===== config.mk =====
export PLATFORM = sky130hd
export DESIGN_NAME = utf8_to_ucs2_decoder_unit
export DESIGN_NICKNAME = d
export VERILOG_FILES = /design/src/rtl/utf8ucs2_pkg.sv /design/src/rtl/utf8_to_ucs2_decoder_unit.sv /design/src/rtl/utf8ucs2_front.sv /design/src/rtl/utf8ucs2_fifo.sv /design/src/rtl/utf8ucs2_back.sv
export SDC_FILE = /design/constraint.sdc
export NUM_CORES = 1
export LEC_CHECK = 0
export BUFFER_PORTS_ARGS = -buffer_cell sky130_fd_sc_hd__clkbuf_2
export CORE_UTILIZATION = 60
export CTS_BUF_LIST = sky130_fd_sc_hd__clkbuf_16
export DETAILED_ROUTE_END_ITERATION = 7
export GPL_ROUTABILITY_DRIVEN = 0
export GPL_TIMING_DRIVEN = 0
export HOLD_SLACK_MARGIN = 0.1
export PLACE_DENSITY_LB_ADDON = 0.12
export RECOVER_POWER = 50
export SLEW_MARGIN = 20
export SYNTH_ARGS = -nofsm -noshare
export SYNTH_HDL_FRONTEND = slang
export SYNTH_HIERARCHICAL = 1
export SYNTH_SLANG_ARGS = --single-unit
export TNS_END_PERCENT = 10

===== constraint.sdc =====
create_clock -name aclk -period 7.7 [get_ports aclk]
set_input_delay 1.155 -clock aclk [delete_from_list [all_inputs] [get_ports aclk]]
set_output_delay 1.155 -clock aclk [all_outputs]
set_load 0.01 [all_outputs]

===== src/rtl/utf8ucs2_pkg.sv =====
package utf8ucs2_pkg;

    localparam int BYTE_W  = 8;
    localparam int UNIT_W  = 16;
    localparam int LEN_W   = 3;
    localparam int DATA_W  = 7;
    localparam int QDEPTH  = 4;
    localparam int QPTR_W  = 2;
    localparam int QCNT_W  = 3;
    localparam int PADDR_W = 3;
    localparam int PDATA_W = 32;

    localparam logic [UNIT_W-1:0] UNIT_MAX      = 16'hFFFF;
    localparam logic [UNIT_W-1:0] MAX_UNITS_RST = 16'hFFFF;
    localparam logic [LEN_W-1:0]  SHORT_SEQ_MAX = 3'd3;

    // register index is paddr[2]
    localparam logic REG_MAX_UNITS = 1'b0;

    // lead byte class by count of leading ones
    typedef enum logic [2:0] {
        LC_ASCII,
        LC_CONT,
        LC_TWO,
        LC_THREE,
        LC_FOUR,
        LC_FIVE,
        LC_SIX,
        LC_INVALID
    } lead_class_t;

    typedef struct packed {
        lead_class_t         cls;
        logic [DATA_W-1:0]   data;
        logic                last;
    } item_t;

    typedef struct packed {
        logic [UNIT_W-1:0] code_unit;
        logic              unit_valid;
        logic              string_end;
        logic [UNIT_W-1:0] unit_count;
        logic              limit_hit;
    } result_t;

    function automatic logic [LEN_W-1:0] seq_len(input lead_class_t c);
        logic [LEN_W-1:0] n;
        unique case (c)
            LC_TWO:   n = 3'd2;
            LC_THREE: n = 3'd3;
            LC_FOUR:  n = 3'd4;
            LC_FIVE:  n = 3'd5;
            LC_SIX:   n = 3'd6;
            default:  n = 3'd0;
        endcase
        return n;
    endfunction

endpackage


===== src/rtl/utf8_to_ucs2_decoder_unit.sv =====
// A byte accepted at s_* is written to the request queue; the decode stage then takes
//   it from the queue head and loads the output register that drives m_*.
// Throughput: one byte per cycle sustained while m_tready does not stall the output;
//   bytes that give no result still pass through the decode stage.
// Reset: aresetn is synchronous, active low; it empties the queue and output
//   register, clears per-string state and sets max_units to 0xFFFF.
module utf8_to_ucs2_decoder_unit (
    input  logic                            aclk,
    input  logic                            aresetn,

    // input byte stream
    input  logic                            s_tvalid,
    output logic                            s_tready,
    input  logic [utf8ucs2_pkg::BYTE_W-1:0]  s_tdata,   // [7:0] in_byte
    input  logic                            s_tlast,   // last_byte

    // decoded unit stream
    output logic                            m_tvalid,
    input  logic                            m_tready,
    output logic [2*utf8ucs2_pkg::UNIT_W-1:0] m_tdata, // [15:0] code_unit, [31:16] unit_count
    output logic                            m_tlast,   // string_end
    output logic [1:0]                      m_tuser,   // [0] unit_valid, [1] limit_hit

    // register port
    input  logic                            psel,
    input  logic                            penable,
    input  logic                            pwrite,
    input  logic [utf8ucs2_pkg::PADDR_W-1:0] paddr,
    input  logic [utf8ucs2_pkg::PDATA_W-1:0] pwdata,
    output logic [utf8ucs2_pkg::PDATA_W-1:0] prdata,
    output logic                            pready
);
    import utf8ucs2_pkg::*;

    logic [UNIT_W-1:0] max_units_reg;

    // front -> queue
    logic  push_valid, push_ready;
    item_t push_item;

    // queue -> back
    logic  pop_valid, pop_ready;
    item_t pop_item;

    result_t res;

    // register write on the access phase; only paddr[2] decodes the register
    assign pready = 1'b1;

    always_ff @(posedge aclk) begin
        if (!aresetn) begin
            max_units_reg <= MAX_UNITS_RST;
        end else if (psel && penable && pwrite && pready && paddr[2] == REG_MAX_UNITS) begin
            max_units_reg <= pwdata[UNIT_W-1:0];
        end
    end

    assign prdata = (paddr[2] == REG_MAX_UNITS) ? PDATA_W'(max_units_reg) : '0;

    // front: takes each byte and tags it with its lead class
    utf8ucs2_front u_front (
        .s_tvalid   (s_tvalid),
        .s_tready   (s_tready),
        .s_tdata    (s_tdata),
        .s_tlast    (s_tlast),
        .push_valid (push_valid),
        .push_ready (push_ready),
        .push_item  (push_item)
    );

    // short request queue decouples input from the decode stage
    utf8ucs2_fifo u_fifo (
        .aclk       (aclk),
        .aresetn    (aresetn),
        .push_valid (push_valid),
        .push_ready (push_ready),
        .push_item  (push_item),
        .pop_valid  (pop_valid),
        .pop_ready  (pop_ready),
        .pop_item   (pop_item)
    );

    // back: sequence state, unit limit, registered result
    utf8ucs2_back u_back (
        .aclk       (aclk),
        .aresetn    (aresetn),
        .max_units  (max_units_reg),
        .item_valid (pop_valid),
        .item_ready (pop_ready),
        .item       (pop_item),
        .res_valid  (m_tvalid),
        .res_ready  (m_tready),
        .res        (res)
    );

    assign m_tdata = {res.unit_count, res.code_unit};
    assign m_tlast = res.string_end;
    assign m_tuser = {res.limit_hit, res.unit_valid};

endmodule


===== src/rtl/utf8ucs2_front.sv =====
module utf8ucs2_front (
    input  logic                           s_tvalid,
    output logic                           s_tready,
    input  logic [utf8ucs2_pkg::BYTE_W-1:0] s_tdata,   // in_byte
    input  logic                           s_tlast,   // last_byte
    output logic                           push_valid,
    input  logic                           push_ready,
    output utf8ucs2_pkg::item_t            push_item
);
    import utf8ucs2_pkg::*;

    lead_class_t cls;

    // count leading ones of the byte
    always_comb begin
        priority if (!s_tdata[7]) begin
            cls = LC_ASCII;
        end else if (!s_tdata[6]) begin
            cls = LC_CONT;
        end else if (!s_tdata[5]) begin
            cls = LC_TWO;
        end else if (!s_tdata[4]) begin
            cls = LC_THREE;
        end else if (!s_tdata[3]) begin
            cls = LC_FOUR;
        end else if (!s_tdata[2]) begin
            cls = LC_FIVE;
        end else if (!s_tdata[1]) begin
            cls = LC_SIX;
        end else begin
            cls = LC_INVALID;
        end
    end

    assign push_item.cls  = cls;
    assign push_item.data = s_tdata[DATA_W-1:0];
    assign push_item.last = s_tlast;
    assign push_valid     = s_tvalid;
    assign s_tready       = push_ready;

endmodule


===== src/rtl/utf8ucs2_fifo.sv =====
module utf8ucs2_fifo (
    input  logic                aclk,
    input  logic                aresetn,
    input  logic                push_valid,
    output logic                push_ready,
    input  utf8ucs2_pkg::item_t push_item,
    output logic                pop_valid,
    input  logic                pop_ready,
    output utf8ucs2_pkg::item_t pop_item
);
    import utf8ucs2_pkg::*;

    item_t               mem_reg [QDEPTH];
    logic [QPTR_W-1:0]   wr_ptr_reg, wr_ptr_next;
    logic [QPTR_W-1:0]   rd_ptr_reg, rd_ptr_next;
    logic [QCNT_W-1:0]   cnt_reg, cnt_next;
    logic                do_push, do_pop;

    assign push_ready = (cnt_reg != QCNT_W'(QDEPTH));
    assign pop_valid  = (cnt_reg != '0);
    assign pop_item   = mem_reg[rd_ptr_reg];
    assign do_push    = push_valid && push_ready;
    assign do_pop     = pop_valid && pop_ready;

    always_comb begin
        wr_ptr_next = do_push ? wr_ptr_reg + 1'b1 : wr_ptr_reg;
        rd_ptr_next = do_pop  ? rd_ptr_reg + 1'b1 : rd_ptr_reg;
        cnt_next    = cnt_reg + QCNT_W'(do_push) - QCNT_W'(do_pop);
    end

    always_ff @(posedge aclk) begin
        if (!aresetn) begin
            wr_ptr_reg <= '0;
            rd_ptr_reg <= '0;
            cnt_reg    <= '0;
        end else begin
            wr_ptr_reg <= wr_ptr_next;
            rd_ptr_reg <= rd_ptr_next;
            cnt_reg    <= cnt_next;
        end
    end

    always_ff @(posedge aclk) begin
        if (do_push) begin
            mem_reg[wr_ptr_reg] <= push_item;
        end
    end

    a_cnt_bound: assert property (@(posedge aclk) disable iff (!aresetn)
        cnt_reg <= QCNT_W'(QDEPTH))
        else $error("queue count over depth");

    a_push_seen: assert property (@(posedge aclk) disable iff (!aresetn)
        do_push && !pop_valid |=> pop_valid)
        else $error("pushed request not visible at queue head");

endmodule


===== src/rtl/utf8ucs2_back.sv =====
module utf8ucs2_back (
    input  logic                           aclk,
    input  logic                           aresetn,
    input  logic [utf8ucs2_pkg::UNIT_W-1:0] max_units,
    input  logic                           item_valid,
    output logic                           item_ready,
    input  utf8ucs2_pkg::item_t            item,
    output logic                           res_valid,
    input  logic                           res_ready,
    output utf8ucs2_pkg::result_t          res
);
    import utf8ucs2_pkg::*;

    logic [LEN_W-1:0]  bytes_left_reg, bytes_left_next;
    logic [UNIT_W-1:0] partial_reg, partial_next;
    logic [LEN_W-1:0]  seq_kind_reg, seq_kind_next;
    logic [UNIT_W-1:0] count_reg, count_next;
    logic              stopped_reg, stopped_next;
    logic              out_valid_reg;
    result_t           out_reg;

    logic              emit;
    logic [UNIT_W-1:0] unit;
    logic [LEN_W-1:0]  left_dec;
    logic [LEN_W-1:0]  lead_len;
    logic              take;
    result_t           res_next;

    assign item_ready = !out_valid_reg || res_ready;
    assign take       = item_valid && item_ready;
    assign lead_len   = seq_len(item.cls);
    assign left_dec   = bytes_left_reg - 1'b1;

    always_comb begin
        bytes_left_next = bytes_left_reg;
        partial_next    = partial_reg;
        seq_kind_next   = seq_kind_reg;
        stopped_next    = stopped_reg;
        emit            = 1'b0;
        unit            = '0;

        if (item_valid && !stopped_reg) begin
            if (bytes_left_reg != '0) begin
                // continuation byte, taken unchecked
                if (seq_kind_reg <= SHORT_SEQ_MAX) begin
                    partial_next = {partial_reg[UNIT_W-7:0], item.data[5:0]};
                end
                bytes_left_next = left_dec;
                if (left_dec == '0) begin
                    unit          = (seq_kind_reg <= SHORT_SEQ_MAX) ? partial_next : '0;
                    emit          = 1'b1;
                    partial_next  = '0;
                    seq_kind_next = '0;
                end
            end else if (count_reg >= max_units || count_reg == UNIT_MAX) begin
                stopped_next = 1'b1;
            end else begin
                unique case (item.cls)
                    LC_ASCII: begin
                        unit = UNIT_W'(item.data);
                        emit = 1'b1;
                    end
                    LC_TWO: begin
                        seq_kind_next   = lead_len;
                        bytes_left_next = lead_len - 1'b1;
                        partial_next    = UNIT_W'(item.data[4:0]);
                    end
                    LC_THREE: begin
                        seq_kind_next   = lead_len;
                        bytes_left_next = lead_len - 1'b1;
                        partial_next    = UNIT_W'(item.data[3:0]);
                    end
                    LC_FOUR, LC_FIVE, LC_SIX: begin
                        seq_kind_next   = lead_len;
                        bytes_left_next = lead_len - 1'b1;
                        partial_next    = '0;
                    end
                    LC_CONT, LC_INVALID: begin
                        // stray continuation or 0xFE/0xFF: dropped
                    end
                endcase
            end
        end

        count_next = count_reg + UNIT_W'(emit);

        res_next.code_unit  = unit;
        res_next.unit_valid = emit;
        res_next.string_end = item.last;
        res_next.unit_count = count_next;
        res_next.limit_hit  = stopped_next;

        if (item.last) begin
            bytes_left_next = '0;
            partial_next    = '0;
            seq_kind_next   = '0;
            count_next      = '0;
            stopped_next    = 1'b0;
        end
    end

    always_ff @(posedge aclk) begin
        if (!aresetn) begin
            bytes_left_reg <= '0;
            partial_reg    <= '0;
            seq_kind_reg   <= '0;
            count_reg      <= '0;
            stopped_reg    <= 1'b0;
            out_valid_reg  <= 1'b0;
        end else begin
            if (take) begin
                bytes_left_reg <= bytes_left_next;
                partial_reg    <= partial_next;
                seq_kind_reg   <= seq_kind_next;
                count_reg      <= count_next;
                stopped_reg    <= stopped_next;
            end
            if (item_ready) begin
                out_valid_reg <= take && (emit || item.last);
            end
        end
    end

    always_ff @(posedge aclk) begin
        if (item_ready) begin
            out_reg <= res_next;
        end
    end

    assign res_valid = out_valid_reg;
    assign res       = out_reg;

    a_stop_idle: assert property (@(posedge aclk) disable iff (!aresetn)
        stopped_reg |-> bytes_left_reg == '0)
        else $error("stopped inside a sequence");

    a_kind_clear: assert property (@(posedge aclk) disable iff (!aresetn)
        bytes_left_reg == '0 |-> seq_kind_reg == '0)
        else $error("sequence kind left over after sequence end");

    a_unit_zero: assert property (@(posedge aclk) disable iff (!aresetn)
        out_valid_reg && !out_reg.unit_valid |-> out_reg.code_unit == '0)
        else $error("code unit nonzero without a unit");

endmodule

==> impl_metrics.ini <==
[die]
num_rows = 38
initial_core_util_pct = 61.4
die_y_um = 107
fp.dieW_um = 107
die_area_um2 = 11500
ios = 121
fp.coreArea_um2 = 10800

[sta]
setup_violations = 0
relSlewSlack_pct = -0.693
final_max_slew_viol_count = 40
finalSetupTns_ns = 0
worstMarginPinSlew_ns = 1.51
period_share_pct = 60.5
fmax_mhz = 215
finClkSkew_ns = 0.0110
period_minus_slack_ns = 4.66
rsz0062_at_grt = no
hold_violations = 0

[global_route]
grt_usage_pct = 24.2
grt-ovfl-total = 0
grt_max_degree = 40
grt_pass1_vias = 4348
antenna_found_initial = 0
grt_pass1_wl_um = 20900

[synth]
synth_top_cell_area_share_pct = 35.6
ys_ff_latch = 136
yosys.area.top_type = edfxtp_1
yosysSeqAreaShare_pct = 52.8
netlist_top_cells_count = 79 x edfxtp_1, 57 x dfxtp_1, 50 x nor2b_1, 34 x nand2_1, 31 x inv_1
synth_edf_count = 79
ys_top_cells_by_area = edfxtp_1 36%, dfxtp_1 17%, ha_1 5.3%
async_flop_share_pct = 0
ys_types = 66
synthesis.area_um2 = 6660
yosys_most_used_dff = edfxtp_1
yosysWarnings = 6
synth_most_common_cell = edfxtp_1
avgSynthCellArea_um2 = 11.8
syn_inst = 565

[power]
pwr_density_cell_nw_per_um2 = 305
ir_drop_mv = 0.186
p_leak_nw = 3.20
total_power_mw = 2.36

[clocking]
cts_buffer_depth = 2
h-tree-depth = 4
cts_hold_buf = 0
cts.sinks = 136
cts-root-buf = clkbuf_16
numCtsBuffers = 17
ctsResizeCount = 0
clk_pin_slew_worst_paths_ns = 0.06
cts_tree = yes
clk_latency_ns = 0.41
postCtsSetupBuffers = 0

[critical_path]
crit_path_start_kind = register
critical_path_class = reg -> reg
crit_arrival_ns = 5.00
cp_max_fo = 10
required_ns = 8.05
endpoint_kind = register

[route]
wire_per_inst_um = 16.0
route.detailed.drc = 0
drt-total-wl_um = 13300
drt_iter0_drc = 176
route.vias.total = 4530
drtAntennaViolNets = 0
firstDrtPassIters = 5
via_per_inst = 5.43

[hold_path]
min_path_type = reg -> reg

[finish]
fillers = 779
areaGrowthSynthToFinish_pct = 16.1
seq_area_um2 = 3510
num_antenna_cells = 0
largest_reg_flops = 44
num-nets-final = 761
multiInputGateArea_um2 = 2740
drive_above_1_share_pct = 18.7

[placed_design]
dp.final_hpwl_um = 9370
io_buffers = 82

[run_status]
status = finished, violations left
violations = max-capacitance violations, max-slew violations

[job]
maxCapViolations = 1
placed cells by master (no fill, tap or decap), types with 3 or more instances in the layout:
cell and count:
edfxtp_1 79, clkbuf_1 60, dfxtp_1 57, nor2b_1 50, clkbuf_2 44, inv_1 35
nand2_1 34, ha_1 28, nor2_1 24, and2_1 24, a21oi_1 21, mux2i_1 20
buf_4 18, conb_1 17, clkbuf_16 17, o21ai_0 15, mux4_2 11, nand3_1 10
xor2_1 10, xnor2_1 10, a22o_1 10, and2b_2 6, a22oi_1 6, or3_1 5
nor3_1 5, a31oi_1 5, clkinv_4 4, and3_1 4, clkinv_2 3, buf_2 3
buf_6 3, o21ai_1 3, nand2b_1 3, nand3b_1 3
final cells by class:
| type | count | share of cell area, % |
|---|---|---|
| Buffer | 47 | 3.55 |
| Clock buffer | 17 | 5.51 |
| Inverter | 31 | 1.51 |
| Timing Repair Buffer | 82 | 4.70 |
| Clock inverter | 15 | 1.49 |
| Tap cell | 140 | 2.27 |
| Sequential cell | 136 | 45.5 |
| Multi-Input combinational cell | 366 | 35.5 |
report_power, final:
| group | switching, mW | internal [mW] | leakage [nW] |
|---|---|---|---|
| combinational | 0.411 | 0.269 | 1.64 |
| clock | 0.293 | 0.438 | 0.279 |
| sequential | 0.0533 | 0.894 | 1.28 |
| total | 0.758 | 1.60 | 3.20 |
worst paths after layout:
| check | from | end | slack, ns | cells after the start |
|---|---|---|---|---|
| setup / recovery | register | u_back/count_reg[14] | 3.04 | 14 |
| hold / removal | u_back/partial_reg[4] | u_back/partial_reg[4] | 0.47 | 1 |
| setup reg to reg | register | u_back/count_reg[14] | 3.04 | 14 |
| hold reg to reg | u_back/partial_reg[4] | u_back/partial_reg[4] | 0.47 | 1 |
routing by layer:
metal,share of wire [%],global-route usage (%)
met2,50,39.8
met4,1.3,9.20
met5,0,0
met3,5.9,5.33
met1,43,31.4
critical path, cell delays in order, from the launching register on:
cell      delay, ns
dfxtp_1        0.36
clkbuf_1       0.67
mux4_2         0.69
nor2_1         0.19
nand4b_1       0.12
or4_1          0.66
nand2_1        0.15
ha_1           0.21
ha_1           0.28
nand2_1        0.14
nor4_2         0.41
nor3b_1        0.29
xor2_1         0.22
a22oi_1        0.09
nor2_1         0.11
cells by family after synthesis:
logic type	count (synthesis)	synth area share, %
xor gates and xnor gates	20	2.63
adders and majority gates	29	5.56
and+or+nand+nor	187	16.2
other	2	0.113
buffers and inverters	78	6.79
AOI/OAI and AO/OA	81	9.00
muxes	32	6.90
DFF	136	52.8
metrics by stage:
step                util, %  instance area, um^2  cells  hold WS, ns  setup WS (ns)
detailed placement     67.3                 7300    802        0.459           3.65
CTS                    72.3                 7840    834        0.472           3.61
global placement       67.3                 7300    802        0.453           3.68
finish                 71.3                 7730    834        0.468           3.04
global route           71.3                 7730    834        0.501           2.58
floorplan                 -                 6710    580        0.440           4.11
No activity file was read; power rests on OpenSTA's default activity.
